==> src/sv/tq_pkg.sv <==
package tq_pkg;

  localparam int SLOT_COUNT_DEF = 16;

  typedef enum logic [1:0] {
    CMD_SCHEDULE = 2'd0,
    CMD_CANCEL   = 2'd1,
    CMD_RUN      = 2'd2
  } tq_cmd_t;

  typedef enum logic [1:0] {
    ST_OK        = 2'd0,
    ST_INVALID   = 2'd1,
    ST_NOT_FOUND = 2'd2
  } tq_status_t;

  typedef struct packed {
    tq_cmd_t     cmd;
    logic [3:0]  slot;
    logic [31:0] ident;
  } tq_req_t;

  typedef struct packed {
    tq_status_t  status;
    logic [31:0] ident;
  } tq_rsp_t;

endpackage

==> src/sv/tq_store.sv <==
module tq_store
  import tq_pkg::*;
#(
  parameter int SLOT_COUNT = SLOT_COUNT_DEF
) (
  input  logic    clk,
  input  logic    rst,
  input  logic    exec,
  input  tq_req_t req,
  output tq_rsp_t rsp
);

  localparam int SW = $clog2(SLOT_COUNT);
  localparam int CW = $clog2(SLOT_COUNT + 1);

  logic [SLOT_COUNT-1:0] busy;
  logic [CW-1:0]         count;
  logic [31:0]           counter;
  logic [31:0]           order_ident [SLOT_COUNT];
  logic [SW-1:0]         order_slot  [SLOT_COUNT];

  logic [SLOT_COUNT-1:0] hit;
  logic [SLOT_COUNT-1:0] rm_first;
  logic [SLOT_COUNT-1:0] rm_tail;
  logic [SW-1:0]         rm_slot;
  logic [SW-1:0]         slot_idx;
  logic [31:0]           id_next;
  logic                  slot_ok;
  logic                  full;
  logic                  do_push;
  logic                  do_remove;

  assign slot_ok  = 32'(req.slot) < 32'(SLOT_COUNT);
  assign slot_idx = SW'(req.slot);
  assign full     = count == CW'(SLOT_COUNT);
  assign id_next  = (counter == 32'hFFFF_FFFF) ? 32'd1 : counter + 32'd1;

  // positions at or behind the removed one shift toward the head
  assign rm_tail  = ~(rm_first - SLOT_COUNT'(1));

  always_comb begin
    for (int i = 0; i < SLOT_COUNT; i++) begin
      hit[i] = (CW'(i) < count) && (order_ident[i] == req.ident) && (req.ident != 32'd0);
    end
  end

  always_comb begin
    rm_slot = '0;
    for (int i = 0; i < SLOT_COUNT; i++) begin
      rm_slot = rm_slot | (order_slot[i] & {SW{rm_first[i]}});
    end
  end

  always_comb begin
    rsp.status = ST_INVALID;
    rsp.ident  = 32'd0;
    do_push    = 1'b0;
    do_remove  = 1'b0;
    rm_first   = '0;
    unique case (req.cmd)
      CMD_SCHEDULE: begin
        if (slot_ok && !busy[slot_idx] && !full) begin
          do_push    = 1'b1;
          rsp.status = ST_OK;
          rsp.ident  = id_next;
        end
      end
      CMD_CANCEL: begin
        rsp.status = ST_NOT_FOUND;
        if (|hit) begin
          // nearest match to the head wins
          rm_first   = hit & (~hit + SLOT_COUNT'(1));
          do_remove  = 1'b1;
          rsp.status = ST_OK;
        end
      end
      CMD_RUN: begin
        if (count == '0) begin
          rsp.status = ST_NOT_FOUND;
        end else begin
          rm_first   = SLOT_COUNT'(1);
          do_remove  = 1'b1;
          rsp.status = ST_OK;
          rsp.ident  = order_ident[0];
        end
      end
      default: begin
        rsp.status = ST_INVALID;
      end
    endcase
  end

  always_ff @(posedge clk) begin
    if (rst) begin
      busy    <= '0;
      count   <= '0;
      counter <= 32'd0;
    end else if (exec) begin
      if (do_push) begin
        busy[slot_idx] <= 1'b1;
        count          <= count + CW'(1);
        counter        <= id_next;
      end else if (do_remove) begin
        busy[rm_slot] <= 1'b0;
        count         <= count - CW'(1);
      end
    end
  end

  always_ff @(posedge clk) begin
    if (exec) begin
      if (do_push) begin
        order_ident[count[SW-1:0]] <= id_next;
        order_slot[count[SW-1:0]]  <= slot_idx;
      end else if (do_remove) begin
        for (int i = 0; i < SLOT_COUNT - 1; i++) begin
          if (rm_tail[i]) begin
            order_ident[i] <= order_ident[i+1];
            order_slot[i]  <= order_slot[i+1];
          end
        end
      end
    end
  end

endmodule

==> src/sv/cancellable_fifo_task_queue.sv <==
// path: a word waits in the input register, the store executes it, and the
// result is registered at the output; throughput: one word per cycle unless
// out_stall holds the output, each command in one store compare-and-shift pass
// reset: synchronous, clears the pipeline, the slot busy flags, the queue
// count and the id counter; queue order entries need no reset
module cancellable_fifo_task_queue
  import tq_pkg::*;
#(
  parameter int SLOT_COUNT = SLOT_COUNT_DEF
) (
  input  logic        clk,
  input  logic        rst,
  input  logic        in_valid,
  output logic        in_stall,
  input  logic [1:0]  cmd,
  input  logic [3:0]  slot,
  input  logic [31:0] task_ident,
  output logic        out_valid,
  input  logic        out_stall,
  output logic [1:0]  status,
  output logic [31:0] result_ident
);

  logic    s1_valid;
  tq_req_t s1_req;
  tq_rsp_t rsp;
  logic    move;
  logic    in_take;

  assign move     = s1_valid && (!out_valid || !out_stall);
  assign in_stall = s1_valid && !move;
  assign in_take  = in_valid && !in_stall;

  always_ff @(posedge clk) begin
    if (rst) begin
      s1_valid <= 1'b0;
    end else begin
      s1_valid <= in_take || (s1_valid && !move);
    end
  end

  always_ff @(posedge clk) begin
    if (in_take) begin
      s1_req.cmd   <= tq_cmd_t'(cmd);
      s1_req.slot  <= slot;
      s1_req.ident <= task_ident;
    end
  end

  tq_store #(
    .SLOT_COUNT(SLOT_COUNT)
  ) u_store (
    .clk (clk),
    .rst (rst),
    .exec(move),
    .req (s1_req),
    .rsp (rsp)
  );

  always_ff @(posedge clk) begin
    if (rst) begin
      out_valid <= 1'b0;
    end else if (move) begin
      out_valid <= 1'b1;
    end else if (!out_stall) begin
      out_valid <= 1'b0;
    end
  end

  always_ff @(posedge clk) begin
    if (move) begin
      status       <= rsp.status;
      result_ident <= rsp.ident;
    end
  end

`ifndef SYNTHESIS
  a_held_word: assert property (@(posedge clk) disable iff (rst)
    s1_valid && !move |=> s1_valid && $stable(s1_req))
    else $error("pending word lost or changed");

  a_move_fills: assert property (@(posedge clk) disable iff (rst)
    move |=> out_valid)
    else $error("executed word gave no result");

  a_sched_ident: assert property (@(posedge clk) disable iff (rst)
    move && s1_req.cmd == CMD_SCHEDULE && rsp.status == ST_OK |-> rsp.ident != 32'd0)
    else $error("schedule handed out id zero");

  a_cancel_ident: assert property (@(posedge clk) disable iff (rst)
    move && s1_req.cmd == CMD_CANCEL |-> rsp.ident == 32'd0 && rsp.status != ST_INVALID)
    else $error("cancel result malformed");
`endif

endmodule
==> config.mk <==
export PLATFORM = sky130hd
export DESIGN_NAME = cancellable_fifo_task_queue
export DESIGN_NICKNAME = d
export VERILOG_FILES = /design/src/sv/tq_pkg.sv /design/src/sv/tq_store.sv /design/src/sv/cancellable_fifo_task_queue.sv
export SDC_FILE = /design/constraint.sdc
export NUM_CORES = 2
export LEC_CHECK = 0
export BUFFER_PORTS_ARGS = -buffer_cell sky130_fd_sc_hd__buf_2
export CAP_MARGIN = 20
export CORE_MARGIN = 8
export CORE_UTILIZATION = 50
export CTS_BUF_LIST = sky130_fd_sc_hd__clkbuf_8
export DETAILED_ROUTE_END_ITERATION = 8
export PLACE_DENSITY = 0.66
export SYNTH_ARGS = -nofsm -noshare
export SYNTH_HDL_FRONTEND = slang
export SYNTH_SLANG_ARGS = --single-unit
==> constraint.sdc <==
create_clock -name clk -period 8.1 [get_ports clk]
set_clock_uncertainty 0.15 [all_clocks]
set_input_delay 0.405 -clock clk [delete_from_list [all_inputs] [get_ports clk]]
set_output_delay 0.405 -clock clk [all_outputs]
set_load 0.05 [all_outputs]
* Yosys cells after proc, flatten, opt, wreduce, memory -nomap -nowiden
Memories as Yosys holds them, arrays and structs flattened. Index checks and enable logic that the tools add are counted.
Word-level totals: flip-flop bits (word level) 127, RAM bits 576, input bits 42, output and inout bits 36, memories kept 2
Memories:
- u_store.order_ident | words 16, width 32, rd ports 16, clocked after Yosys merged registers in 0, write ports 15, line tq_store.sv:19 | logic [31:0] order_ident [SLOT_COUNT];
- u_store.order_slot | words 16, width 4, rd ports 16, clocked after Yosys merged registers in 0, write ports 15, line tq_store.sv:20 | logic [SW-1:0] order_slot [SLOT_COUNT];
Operators by class: $add $sub $neg 5, $lt $le $gt $ge 20, eq/ne operators 21, muxes and demuxes 111, bitwise gates (word level) 37, reduce and logical (&&, ||, !) cells 55
Operators with widths (count):
- $eq A32 B32 Y1 | 16
- $mux W32 | 3
- $mux W1 | 90
- $and A4 B4 Y4 | 16
- $pmux W32 S2 | 1
- $or A4 B4 Y4 | 15
- $mux W16 | 3
- $lt A4 B5 Y1 const A | 8
- $logic_and A1 B1 Y1 | 38
- $mux W33 | 1
- $add A32 B1 Y32 const B | 1
- $and A16 B16 Y16 | 2
- $eq A32 B32 Y1 const B | 1
- $not A16 Y16 | 2
- $pmux W16 S2 | 1
- $reduce_bool A32 Y1 | 1
- $reduce_or A32 Y1 | 1
- $lt A3 B5 Y1 const A | 4
- $add A16 B1 Y16 const B | 1
- $or A16 B16 Y16 | 1
- $reduce_or A16 Y1 | 1
- $not A15 Y15 | 1
- $sub A15 B1 Y15 const B | 1
- $mux W4 | 3
- other kinds (23) | 37

* Depth between registers and ports, before layout
An unclocked memory read counts as a cell.
depth in word-level cells 33, mapped depth 16

* Hierarchy
From an unflattened synthesis, not the netlist that was laid out.
Unflattened totals: cell total of the unflattened synthesis 2977, area total of the unflattened synthesis 38758.4 sq um
By module, submodules not included:
- tq_store | instances 1, cells an instance 2895, area an instance 36510.0 sq um
- cancellable_fifo_task_queue | instances 1, cells an instance 82, area an instance 2248.4 sq um

* Worst setup path after synthesis
Ideal clock, no wire load.
path type reg-to-reg, start point register out_valid, end point memory u_store.order_ident[0][0], enable pin, library setup time 0.479 ns, arrival 6.717 ns, required time 7.471 ns, setup slack 0.754 ns, stages on the path, launching flop included 7, path through dfxtp_1 -> a21boi_0 -> and2_1 -> clkbuf_1 -> clkbuf_1 -> nand2_1 -> o21ai_0
RTL lines:
- start: declaration | line cancellable_fifo_task_queue.sv:18 | output logic out_valid,
- start signal: assignment | line cancellable_fifo_task_queue.sv:62 | out_valid <= 1'b0;
- start signal: assignment | line cancellable_fifo_task_queue.sv:64 | out_valid <= 1'b1;
- start signal: assignment | line cancellable_fifo_task_queue.sv:66 | out_valid <= 1'b0;
- end: declaration | line tq_store.sv:19

==> run metrics <==
nature of the critical path endpoint=register; number of standard-cell rows in the floorplan=100; buffer levels on the longest clock path=3; worst hold path class=in -> reg; top achievable clock speed=approximately 150 MHz; number of buffers inserted by post-CTS setup repair=0; Hold Path Cell Cnt=2; die width=between 200 and 300 um; CP Launch Type=register; drt drc=0; placer's final routability congestion estimate=slightly below 1; total global routing overflow=0; layout net count=3019; wire length of the first global-routing pass=around 180 mm; wirelength, routed=125 mm; path length in cells of the critical path=11; chip height=around 290 um; worst-case headroom to the max-slew limit=between 15 and 20%; Slew @ Worst Pin=1.23 ns; number of input and output port buffers inserted=between 70 and 80; Worst-Skew Late Latency=a little under 0.8 ns; CP max stage delay=1.09 ns; Final Core Density=approximately 56%; pre-CTS setup slack=approximately 1.2 ns; area of the core region=roughly 74000 um^2; area growth from synthesis to layout=11.7%; number of CTS-inserted buffers=between 100 and 150; fin worst setup slack=about 1.2 ns; global-route usage over all layers=~29%; gate count of the mapped netlist=between 2000 and 3000; number of flops mapped to enable cells by yosys=648; syn avg cell area=between 10 and 15 um^2; fraction of post-synthesis cell area in the top cell type by area=51.8%; critical path peak fanout=37; synth top area cells=edfxtp_1 (52%), mux2_2 (14%), xor2_1 (11%); peak supply drop=between 0.0001 and 0.00015 V; critical path class=reg -> reg; clock-pin slew on the worst setup and hold paths=roughly 0.05 ns; final critical path time including I/O delays and setup=approximately 7 ns; number of buffers and inverters on the critical path=0; number of synthesis warnings=0; root buf cell=clkbuf_8; cell with the biggest individual delay on the critical path=edfxtp_1; CTS HTree Levels=4; area used by multi-input combinational logic=16100 um^2; power density cells=roughly 180 nW/um^2; count of unique library cells instantiated by Yosys=76; router iterations before antenna repair=6; run status=finished clean; total via count after detailed routing=between 20000 and 25000; maximum number of pins on one net before global-route repair=57; detailed-route vias per instance=a little over 6; die outline area=approximately 84000 um^2; register area=between 20000 and 25000 um^2; leak pwr=about 16 nW; clock tree from TritonCTS=done; max_cap viols=0; number of I/O pins=just under 80; number of setup violations in the final report=0; Clock Sink Count=between 700 and 800; dominant register cell in the synthesized netlist=edfxtp_1; arrival time worst endpoint=roughly 7.1 ns; post-synthesis async set-or-reset flop share=0%; via count of the first global-routing pass=25400; initial core utilization=between 50% and 60%; final-report max-slew violation count=0; Final Hold Vio Count=0; count of antenna-violating nets left after detailed routing=0; DP HPWL=93.3 mm; violation count after the first detailed-routing iteration=approximately 2400; number of storage elements in the synthesis netlist=703; count of cells along the worst register-to-register path=11; setup TNS after final layout=0 ns; share of the yosys chip area belonging to registers=54.7%; number of nets in the synthesized netlist=roughly 2900; Cell Area, Synth=37600 um^2; Fill cells=just over 6000; initial antenna violation count=1; WL/cell=around 31 um; crit-path cells=xor2_1 > nor4_1 > nand4_1 > nor4_1 > nor4_2 > o2111ai_1 > o21ai_2 > a21o_1 > nand2b_1 > nor2_4 > a31o_2; share of layout cells above drive strength 1=about 29%; CP required=approximately 8.3 ns; RSZ-0062 raised after global routing=false; Largest delay share family, worst path=simple AND/OR/NAND/NOR gates; most frequent cell after synthesis=edfxtp_1; period utilization=a little over four fifths; Post-synth top cells=edfxtp_1 (648), mux2_2 (467), xor2_1 (462); crit-path most repeated cell=nor4_1; area leader, netlist=edfxtp_1
-- report_power, final --
part           switching (mW)  internal (mW)  total, mW
clock                    1.56           1.62       3.17
combinational           0.309          0.156      0.465
sequential             0.0669           3.95       4.02
-- path summary, 6_finish.rpt --
kind	startpoint	end	slack [ns]
worst max-delay path	s1_req[6]	u_store.order_ident[6][9]	1.23
worst min-delay path	rst	s1_valid	0.15
worst max register to register	s1_req[6]	u_store.order_ident[6][9]	1.23
worst min register to register	u_store.busy[11]	u_store.busy[11]	0.33
-- layout make-up --
cell class,count,area share (%)
multi-input combinational,1893,38.5
tap,969,2.89
clock inverter,88,1.01
antenna,1,0.00596
sequential,703,49.0
clock buffer,139,4.56
timing repair buffer,216,3.87
inverter,22,0.197
-- sequential cells by signal (all words and copies together) (netlist names) --
| register | cells |
|---|---|
| u_store.counter | 32 |
| u_store.count | 5 |
| s1_valid | 1 |
| u_store.order_slot | 64 |
| u_store.busy | 16 |
| out_valid | 1 |
| result_ident | 32 |
| s1_req | 38 |
| status | 2 |
| u_store.order_ident | 512 |
-- layout by cell type (no fill, tap or decap), drive strengths merged, types with 5 or more instances in the layout --
master         n
edfxtp       648
mux2         539
xor2         462
buf          175
nor4         160
clkbuf       139
nand2        111
xnor2         96
nor2          86
inv           77
a21oi         59
dfxtp         55
nand4         49
nand3         43
dlygate4sd3   41
a22o          34
o21ai         32
nor3          30
clkinv        29
a31oi         14
and3          14
and2          12
ha            11
a211oi        11
or3           10
a31o          10
nor2b          9
nand3b         7
a311oi         7
nand2b         6
or4            6
nor3b          6
mux4           5
or2            5
a221o          5
-- stage by stage --
stage | hold WS (ns) | power (mW) | area [um^2] | cells
after CTS | 0.0915 | 7.70 | 41900 | 4026
final | 0.152 | 7.66 | 42000 | 4031
after global routing | 0.153 | 7.87 | 42000 | 4031
after floorplan | 0.274 | 4.33 | 37600 | 2814
after detailed placement | 0.325 | 4.54 | 39100 | 3758
after global placement | 0.311 | 4.53 | 39000 | 3754
-- metal layers --
metal	GRT usage (%)	share of wire, %
met1	33.7	38
met2	50.6	50
met3	4.61	5.4
met4	15.6	5.8
met5	0	0
-- kinds of logic (layout without fill, tap and decap cells) --
logic type,count (synthesis),count (layout),share of synthesized area (%)
AO/OA/AOI/OAI,214,214,4.06
XOR/XNOR,558,558,13.0
adder cells (fa/ha/maj),11,11,0.366
buffers and inverters,218,465,2.85
flip-flops,703,703,54.7
multiplexers,545,545,16.7
other,0,1,0
AND/OR/NAND/NOR,565,565,8.26
-- repair_timing --
item / CTS / global route
resized for setup: 0 / 0
endpoints found under the hold margin: 40 / 0
hold buffers: 41 / 0
(Power assumes the default switching activity.)
